===== src/hw/rtl/rsi_pkg.sv =====
// Package for the ray/sphere intersection core: widths, defaults and shared types.
// Used by every module under hw/rtl; depends on nothing.
package rsi_pkg;

   localparam int COORD_WIDTH_DEF = 32;
   localparam int FRAC_BITS_DEF   = 16;
   localparam int QUEUE_DEPTH     = 4;

   // Configuration register indexes.
   localparam logic [1:0] REG_CENTER_X = 2'd0;
   localparam logic [1:0] REG_CENTER_Y = 2'd1;
   localparam logic [1:0] REG_CENTER_Z = 2'd2;
   localparam logic [1:0] REG_RADIUS   = 2'd3;

   // Status that travels with each item from the front end to the back end.
   typedef struct packed {
      logic zero_dir;
      logic neg_disc;
   } rsi_flags_type;

endpackage


===== src/hw/rtl/rsi_queue.sv =====
// Short queue that parts the front end from the back end.
// Depends on rsi_pkg.
module rsi_queue #(
   parameter int WIDTH = 8,
   parameter int DEPTH = rsi_pkg::QUEUE_DEPTH
) (
   input  logic             clock,
   input  logic             reset,
   input  logic             in_valid,
   output logic             in_ready,
   input  logic [WIDTH-1:0] in_data,
   output logic             out_valid,
   input  logic             out_ready,
   output logic [WIDTH-1:0] out_data
);
   localparam int PW = $clog2(DEPTH);
   logic [WIDTH-1:0] mem_ff [DEPTH];
   logic [PW-1:0]    wp_ff, rp_ff;
   logic [PW:0]      cnt_ff;
   logic             push, pop;

   assign in_ready  = (cnt_ff != (PW+1)'(DEPTH));
   assign out_valid = (cnt_ff != '0);
   assign push      = in_valid && in_ready;
   assign pop       = out_valid && out_ready;
   assign out_data  = mem_ff[rp_ff];

   // Storage write.
   always_ff @(posedge clock) begin
      if (push) mem_ff[wp_ff] <= in_data;
   end

   // Pointers and fill count.
   always_ff @(posedge clock) begin
      if (reset) begin
         wp_ff  <= '0;
         rp_ff  <= '0;
         cnt_ff <= '0;
      end else begin
         if (push) wp_ff <= (wp_ff == PW'(DEPTH - 1)) ? '0 : wp_ff + 1'b1;
         if (pop)  rp_ff <= (rp_ff == PW'(DEPTH - 1)) ? '0 : rp_ff + 1'b1;
         cnt_ff <= cnt_ff + (PW+1)'(push) - (PW+1)'(pop);
      end
   end
endmodule


===== config.mk =====
export PLATFORM = sky130hd
export DESIGN_NAME = rsi_queue
export DESIGN_NICKNAME = d
export VERILOG_FILES = /design/src/hw/rtl/rsi_pkg.sv /design/src/hw/rtl/rsi_queue.sv
export SDC_FILE = /design/constraint.sdc
export NUM_CORES = 1
export LEC_CHECK = 0
export BUFFER_PORTS_ARGS = -buffer_cell sky130_fd_sc_hd__buf_2
export CORE_MARGIN = 4
export CORE_UTILIZATION = 50
export CTS_BUF_LIST = sky130_fd_sc_hd__clkbuf_8 sky130_fd_sc_hd__clkbuf_16
export CTS_CLUSTER_DIAMETER = 30
export DETAILED_ROUTE_END_ITERATION = 12
export PLACE_DENSITY = 0.74
export SETUP_SLACK_MARGIN = 0.4
export SLEW_MARGIN = 40
export SYNTH_ARGS = -nofsm -noshare
export SYNTH_HDL_FRONTEND = slang
export SYNTH_SLANG_ARGS = --single-unit

===== constraint.sdc =====
create_clock -name clock -period 5.9 [get_ports clock]
set_input_delay 0.59 -clock clock [delete_from_list [all_inputs] [get_ports clock]]
set_output_delay 0.59 -clock clock [all_outputs]
set_load 0.01 [all_outputs]

==> impl_metrics.ini, run 1 <==
[placed_design]
gp_congestion = 0.813
numPortBuffers = 21
dpl.hpwl_um = 1890
dpl.cell_count = 152
place_area_um2 = 1770

[cells_and_area]
final_core_util_pct = 61.1
multi_input_area_um2 = 449
fin_nets = 135
final_cell_mix = edfxtp_1 (32), buf_2 (21), dfxtp_1 (9), mux4_2 (8), ha_1 (7)
instances_no_fill = 160
post-route-cell-area_um2 = 1880
drive_above_1_share_pct = 36.2
regArea_um2 = 1140
fillCellCount = 245
final_common_cell = edfxtp_1
antenna_cells = 0
syn_to_final_growth_pct = 15.2

[worst_hold_path]
whs_endpoint = rp_ff[0]
hold_start = rp_ff[0]
min_path_type = flop to flop
hold_depth = 2

[run_status]
status = complete, no violations

[sta]
tightestPinTransition_ps = 540
final_max_slew_viol_count = 0
skew_ps = 2.81
rsz0062_at_grt = no
setup_viol = 0
fin_crit_sh_pct = 41.7
final_hold_viol_count = 0
fmax_mhz = 407
slew_headroom_pct = 63.7
tns_ps = 0
min_period_ps = 2460

[critical_path]
worstPathMaxFanout = 5
critical_path_required_ps = 6110
worstReg2RegStart = cnt_ff[1]
r2r_cells = 10
critPathKind = flop to flop
regToRegEndpoint = cnt_ff[2]
critPathCaptureType = flop
critPathLaunchType = flop
cp-startpoint = cnt_ff[1]
reg2reg_slack_ps = 3440
arrival_ps = 2670

[clock_tree]
cts_hold_buf = 0
clock_sinks = 41
cts_resized = 0
cts.htree.levels = 2
clk_pin_slew_ps = 70
clk_latency_ps = 290
cts_tree = yes
clockBufferDepth = 2
post_cts_buffers = 0
cts_buffers = 5
cts_root_buf = clkbuf_8

[job]
drv_cap = 0

[detailed_routing]
drtAntennaViolNets = 0
first_pass_iters = 2
routed_wl_um = 2560
routed_via_density = 5.22
drtIter0Drc = 20
drcViolationCount = 0
wl_per_cell_um = 16.0
vias = 835

[floorplan]
die_w_um = 65.1
io_pins = 22
die_y_um = 65.1
core_area_um2 = 3080
start_util_pct = 53.0
core.rowCount = 20
die_area_um2 = 4240

[synthesis]
ys_seq_elements = 41
yosys_warnings = 0
yosysSeqAreaShare_pct = 69.9
synth_cell_types = 26
synth.cell_area_um2 = 1630
synth_fp_nets = 111
syn_area_per_cell_um2 = 17.9
synthCells = 91

[global_routing]
grt_pass1_wl_um = 4260
grt_max_degree = 13
grt_usage_pct = 13.9
overflow = 0
grt_antenna_before_repair = 0
grt_pass1_vias = 926

[pwr]
power_w = 0.000778
vdd_drop_max_mv = 0.187
leakagePower_nw = 0.712
p_per_area_nw_per_um2 = 414
## critical path: stages, from the launching register on
cell and delay [ps]:
dfxtp_1 370, o31ai_1 510, inv_1 110, ha_1 290, inv_1 50, ha_1 140
inv_1 50, fa_1 380, xor2_1 170, and2_2 200, nor3_1 120
## worst max path at each step
stage / depth (start not counted) / slack [ps] / end
5_1_grt: 10 / 3270 / cnt_ff[2]
4_1_cts: 10 / 3420 / cnt_ff[2]
2_1_floorplan: 11 / 3640 / cnt_ff[2]
3_3_place_gp: 10 / 3560 / cnt_ff[2]
3_5_place_dp: 10 / 3440 / cnt_ff[2]
6_report: 10 / 3440 / cnt_ff[2]
## Yosys cell counts
| cell | instances | area, um^2 |
|---|---|---|
| buf_2 | 1 | 5.00 |
| nor3_1 | 1 | 5.00 |
| or3_2 | 1 | 7.51 |
| nor2b_1 | 1 | 6.26 |
| ha_1 | 7 | 87.6 |
| edfxtp_1 | 32 | 961 |
| nand2b_1 | 1 | 6.26 |
| fa_1 | 1 | 20.0 |
| buf_1 | 1 | 3.75 |
| o21ai_0 | 2 | 10.0 |
| buf_6 | 1 | 11.3 |
| or3_1 | 2 | 12.5 |
| dfxtp_1 | 9 | 180 |
| a211o_1 | 2 | 17.5 |
| and3_2 | 4 | 30.0 |
| or3b_1 | 1 | 8.76 |
| xor2_1 | 1 | 8.76 |
| clkbuf_1 | 1 | 3.75 |
| o31ai_1 | 1 | 7.51 |
| mux4_2 | 8 | 180 |
| mux2i_1 | 1 | 10.0 |
| and2_2 | 1 | 7.51 |
| inv_1 | 5 | 18.8 |
| nor2_1 | 3 | 11.3 |
| nand2_1 | 2 | 7.51 |
| a21oi_1 | 1 | 5.00 |
## per-layer routing
layer  track usage [%]  vias to the layer above  routed length, um
met5                 0                        -                  0
met4              6.99                        0                 46
met3              4.96                        5                156
met2              24.3                       18               1350
met1              14.9                      413               1000
li1                  -                      399                  -
## cells by family (layout without fill, tap and decap cells)
kind of cell | count (synthesis) | in the layout | synth area share, %
AOI/OAI and AO/OA | 6 | 6 | 2.45
adders and majority gates | 8 | 8 | 6.59
buffers and inverters | 9 | 34 | 2.60
xor gates and xnor gates | 1 | 1 | 0.536
and+or+nand+nor | 17 | 17 | 6.28
muxes | 9 | 9 | 11.6
DFF | 41 | 41 | 69.9
## flip-flops by register name, summed over array words and instances, names as in the netlist, named ones only
register	flops
cnt_ff	3
mem_ff	32
rp_ff	2
wp_ff	2
## layout make-up
| cell class | count | area share (%) |
|---|---|---|
| clock buffers | 7 | 5.72 |
| clock inverters | 1 | 0.200 |
| inverters | 5 | 0.998 |
| multi-input cells | 41 | 23.9 |
| flip-flops and latches | 41 | 60.7 |
| well taps | 44 | 2.93 |
| repair buffers | 21 | 5.59 |
## power by group
group / internal (W) / switching [W] / total, W
sequential: 0.000357 / 0.0000323 / 0.000389
clock: 0.000119 / 0.0000881 / 0.000207
combinational: 0.0000938 / 0.0000879 / 0.000182
total: 0.000569 / 0.000208 / 0.000778
## metrics by stage
stage / worst slack, ps / hold WS [ps]
4_1_cts: 3420 / 500
3_3_place_gp: 3560 / 482
3_5_place_dp: 3440 / 488
6_report: 3440 / 500
5_1_grt: 3270 / 510
2_1_floorplan: 3640 / 463
Power figures use the tool's default switching activity.
==> run 2, diff against run 1 <==
- clock period: 5.9 -> 2.45 ns (I/O delays scaled with it)
==> run 2 against run 1 <==
Fmax is 15% higher. Critical path depth stayed put. Clock skew is 5.8 ps higher. Clock power grew to 2.6 times the previous value. Critical endpoint unchanged. Setup slack worse by 3100 ps. Wire length is 3.2% higher. Sequential share of layout area is 2.7 points lower. Combinational power grew to 3.0 times the previous value. Largest power group unchanged.
==> impl_metrics.ini, run 2 (synthesis results as in run 1) <==
[critical_path]
slowest_delay_ps = 410
path_cells = or3b_4, nand2_4, ha_4, inv_4, ha_4, inv_2, fa_2, xor2_2, and2_4, nor3_2
critPathCaptureType = flop
worstPathMaxFanout = 5
critPathMostFrequentCell = ha_4
arrival_ps = 2330
critical_path_required_ps = 2640
critPathLaunchType = flop
critPathSlowestCell = or3b_4
cpLargestDelayFamily = simple AND/OR/NAND/NOR gates
critPathKind = flop to flop
crit_buf_inv = 2

[sta]
skew_ps = 8.58
final_hold_viol_count = 0
fmax_mhz = 467
setup_viol = 0
final_max_slew_viol_count = 0
slew_headroom_pct = 64.1
tns_ps = 0
timing.hold.ws_ps = 162
min_period_ps = 2140
fin_crit_sh_pct = 87.4
tightestPinTransition_ps = 538
rsz0062_at_grt = yes

[clock_tree]
cts_buffers = 5
cts_hold_buf = 0
clock_sinks = 41
cts_tree = yes
cts.htree.levels = 2
clk_pin_slew_ps = 80
clockBufferDepth = 2
clk_latency_ps = 290
cts_root_buf = clkbuf_8

[cells_and_area]
top_register = mem_ff
final_common_cell = edfxtp_1
largest_register_ffs = 32
reg_top3 = mem_ff: 32 flops, cnt_ff: 3 flops
antenna_cells = 0
final_cell_mix = edfxtp_1 (32), buf_2 (21), mux4_2 (8), dfxtp_1 (6)
syn_to_final_growth_pct = 21.4
drive_above_1_share_pct = 50.0
fin_nets = 139

[global_routing]
grt_pass1_vias = 856
grt_max_degree = 15
grt_pass1_wl_um = 4310
grt_usage_pct = 14.4
overflow = 0
grt_antenna_before_repair = 0

[detailed_routing]
drcViolationCount = 0
routed_via_density = 5.24
wl_per_cell_um = 16.1
vias = 860
first_pass_iters = 4
drtIter0Drc = 11
routed_wl_um = 2640
drtAntennaViolNets = 0

[floorplan]
die_area_um2 = 4240
start_util_pct = 53.0
core_area_um2 = 3080
io_pins = 22
core.rowCount = 20
die_w_um = 65.1
die_y_um = 65.1

[placed_design]
gp_congestion = 0.786
dpl.hpwl_um = 1710
numPortBuffers = 21

[pwr]
leakagePower_nw = 0.728
vdd_drop_max_mv = 0.549
p_per_area_nw_per_um2 = 1020

[run_status]
status = complete, no violations

[worst_hold_path]
min_path_type = primary input to flop

[job]
drv_cap = 0
[run 2: worst paths after layout]
path / startpoint / endpoint / slack [ps] / cells past startpoint
max: cnt_ff[2] / cnt_ff[2] / 310 / 10
min reg2reg: rp_ff[0] / rp_ff[0] / 500 / 2
max reg2reg: cnt_ff[2] / cnt_ff[2] / 310 / 10
min: in_data[2] / mem_ff[0][2] / 160 / 1
[run 2: area by class of cell]
cell class | count | area (um^2)
clock buffer | 5 | 68.8
multi-input combinational | 41 | 505
sequential | 41 | 1150
tap | 44 | 55.1
inverter | 5 | 21.3
clock inverter | 3 | 46.3
timing repair buffer | 25 | 135
fill | 222 | 1100
[run 2: through the flow]
step	total power (W)	std cells	cell area [um^2]	setup WS, ps	util [%]
4_1_cts	0.00202	163	1970	329	63.9
5_1_grt	0.00214	164	1980	235	64.4
3_3_place_gp	0.00139	153	1780	256	58.0
2_1_floorplan	0.00126	91	1640	289	-
6_report	0.00203	164	1980	309	64.4
3_5_place_dp	0.00141	153	1780	163	58.0
[run 2: layer usage]
metal | part of all wire [%] | GRT usage, %
met5 | 0 | 0
met4 | 2.5 | 6.99
met3 | 6.0 | 5.64
met2 | 49 | 22.5
met1 | 43 | 17.5
[run 2: where the power goes]
part / total, W / switching (W) / internal [W]
Combinational: 0.000538 / 0.000248 / 0.000290
Sequential: 0.000953 / 0.0000875 / 0.000866
Clock: 0.000537 / 0.000232 / 0.000305
Total: 0.00203 / 0.000568 / 0.00146
[run 2: repair_timing]
| item | in CTS | in global routing |
|---|---|---|
| buffers inserted | 2 | 1 |
| resized for setup | 12 | 3 |
| setup endpoints to repair | 2 | 1 |
| pin swaps | 5 | 4 |
==> run 3, diff against run 2 <==
- CTS_BUF_LIST: sky130_fd_sc_hd__clkbuf_8 sky130_fd_sc_hd__clkbuf_16 -> sky130_fd_sc_hd__clkbuf_16
==> run 3 against run 2 <==
Die area unchanged. Clock skew down 5.9 ps. Sequential share of layout area shrank 1.6 points. Total power up 8.6%. Utilization is 1.7 points higher. Sequential power hardly changed. Wire length down 1.6%. Non-clock buffer count unchanged. Largest cell class unchanged. Largest power group unchanged.
==> impl_metrics.ini, run 3 (synthesis results as in run 1) <==
[cells_and_area]
largest_register_ffs = 32
top_register = mem_ff
fin_nets = 139
instances_no_fill = 164
final_core_util_pct = 66.1
antenna_cells = 0
final_common_cell = edfxtp_1
syn_to_final_growth_pct = 24.5
final_cell_mix = edfxtp_1 (32), buf_2 (21), mux4_2 (8), dfxtp_1 (6)
reg_top3 = mem_ff: 32 flops, cnt_ff: 3 flops
drive_above_1_share_pct = 50.0

[clock_tree]
clock_sinks = 41
cts_tree = yes
clk_latency_ps = 270
cts_root_buf = clkbuf_16
clk_pin_slew_ps = 60
cts.htree.levels = 2
clockBufferDepth = 2
cts_buffers = 5
cts_hold_buf = 0

[sta]
tightestPinTransition_ps = 537
final_hold_viol_count = 0
fin_ws_ps = 381
rsz0062_at_grt = yes
fin_crit_sh_pct = 84.4
fmax_mhz = 483
slew_headroom_pct = 64.2
tns_ps = 0
min_period_ps = 2070
skew_ps = 2.65
setup_viol = 0
final_max_slew_viol_count = 0

[critical_path]
arrival_ps = 2270
cpLargestDelayFamily = simple AND/OR/NAND/NOR gates
critical_path_required_ps = 2650
critPathCaptureType = flop
critPathLaunchType = flop
worstPathMaxFanout = 4
critPathKind = flop to flop
crit_buf_inv = 2
slowest_delay_ps = 430
path_cells = or3b_4, nand2_4, ha_4, inv_2, ha_4, inv_2, fa_2, xor2_2, and2_4, nor3_2
critPathSlowestCell = or3b_4

[global_routing]
grt_pass1_wl_um = 4360
met3_usage_pct = 4.10
met2_usage_pct = 23.2
overflow = 0
grt_max_degree = 15
use_met1_pct = 17.6
top_usage_layer = met2
grt_pass1_vias = 891
grt_usage_pct = 14.1
grt_antenna_before_repair = 0

[pwr]
combPwrFrac_pct = 23.8
p_per_area_nw_per_um2 = 1080
seq_power_share_pct = 43.2
vdd_drop_max_mv = 0.512
p_int_w = 0.00163
leakagePower_nw = 0.753
swShare_pct = 25.9
switchingPower_w = 0.000570
pwr-share-clk_pct = 32.9

[detailed_routing]
first_pass_iters = 4
routed_via_density = 5.25
vias = 861
drtIter0Drc = 25
drtAntennaViolNets = 0
drcViolationCount = 0
routed_wl_um = 2600
wl_per_cell_um = 15.9

[run_status]
status = complete, no violations

[floorplan]
die_w_um = 65.1
core.rowCount = 20
start_util_pct = 53.0
core_area_um2 = 3080
die_area_um2 = 4240
die_y_um = 65.1
io_pins = 22

[placed_design]
numPortBuffers = 21
dpl.cell_count = 153
gp_congestion = 0.786
dpl.hpwl_um = 1710
pre_cts_ws_ps = 163

[job]
drv_cap = 0

[worst_hold_path]
min_path_type = primary input to flop
==> run 3: per-stage QoR <==
stage                     area [um^2]  hold WS (ps)  total power, W
after global routing             2030           189         0.00232
after CTS                        2020           179         0.00221
after floorplan                  1640           344         0.00126
final                            2030           182         0.00220
after global placement           1780           457         0.00139
after detailed placement         1780           463         0.00141
==> run 3: layout make-up <==
type,count,area (um^2)
sequential,41,1150
fill,220,1040
multi-input combinational,41,505
timing repair buffer,25,135
clock buffer,5,125
tap,44,55.1
clock inverter,3,46.3
inverter,5,18.8
==> run 3: worst paths after layout <==
kind                   start      endpoint  slack, ps  cells after the start
hold / removal    in_data[2]  mem_ff[0][2]        180                      1
hold reg to reg     rp_ff[0]      rp_ff[0]        500                      2
setup reg to reg   cnt_ff[0]     cnt_ff[2]        380                     10
setup / recovery   cnt_ff[0]     cnt_ff[2]        380                     10
==> run 3: timing repair <==
item / CTS / global route
setup endpoints to repair: 2 / 1
setup buffers: 2 / 1
resized for setup: 12 / 1
hold endpoints to repair: 0 / 0
pin swaps: 5 / 3
==> run 3: power by group through the flow <==
stage | clock network, W | registers, W | logic [W]
2_1_floorplan | 0 | 0.000909 | 0.000352
3_3_place_gp | 0 | 0.000951 | 0.000437
3_5_place_dp | 0 | 0.000958 | 0.000449
4_1_cts | 0.000740 | 0.000955 | 0.000519
5_1_grt | 0.000771 | 0.000970 | 0.000584
6_report | 0.000725 | 0.000953 | 0.000525
==> run 3: worst register-to-register path, cell delays in order, from the launching register on <==
cell     delay, ps
dfxtp_2        350
or3b_4         430
nand2_4        100
ha_4           200
inv_2           60
ha_4           120
inv_2           30
fa_2           340
xor2_2         150
and2_4         140
nor3_2          80
==> run 3: metal layers <==
metal,part of all wire (%),up-vias,wire (um)
met5,0,-,0
met4,1.7,0,44
met3,5.7,6,149
met2,51,31,1340
met1,41,423,1070
li1,-,401,-
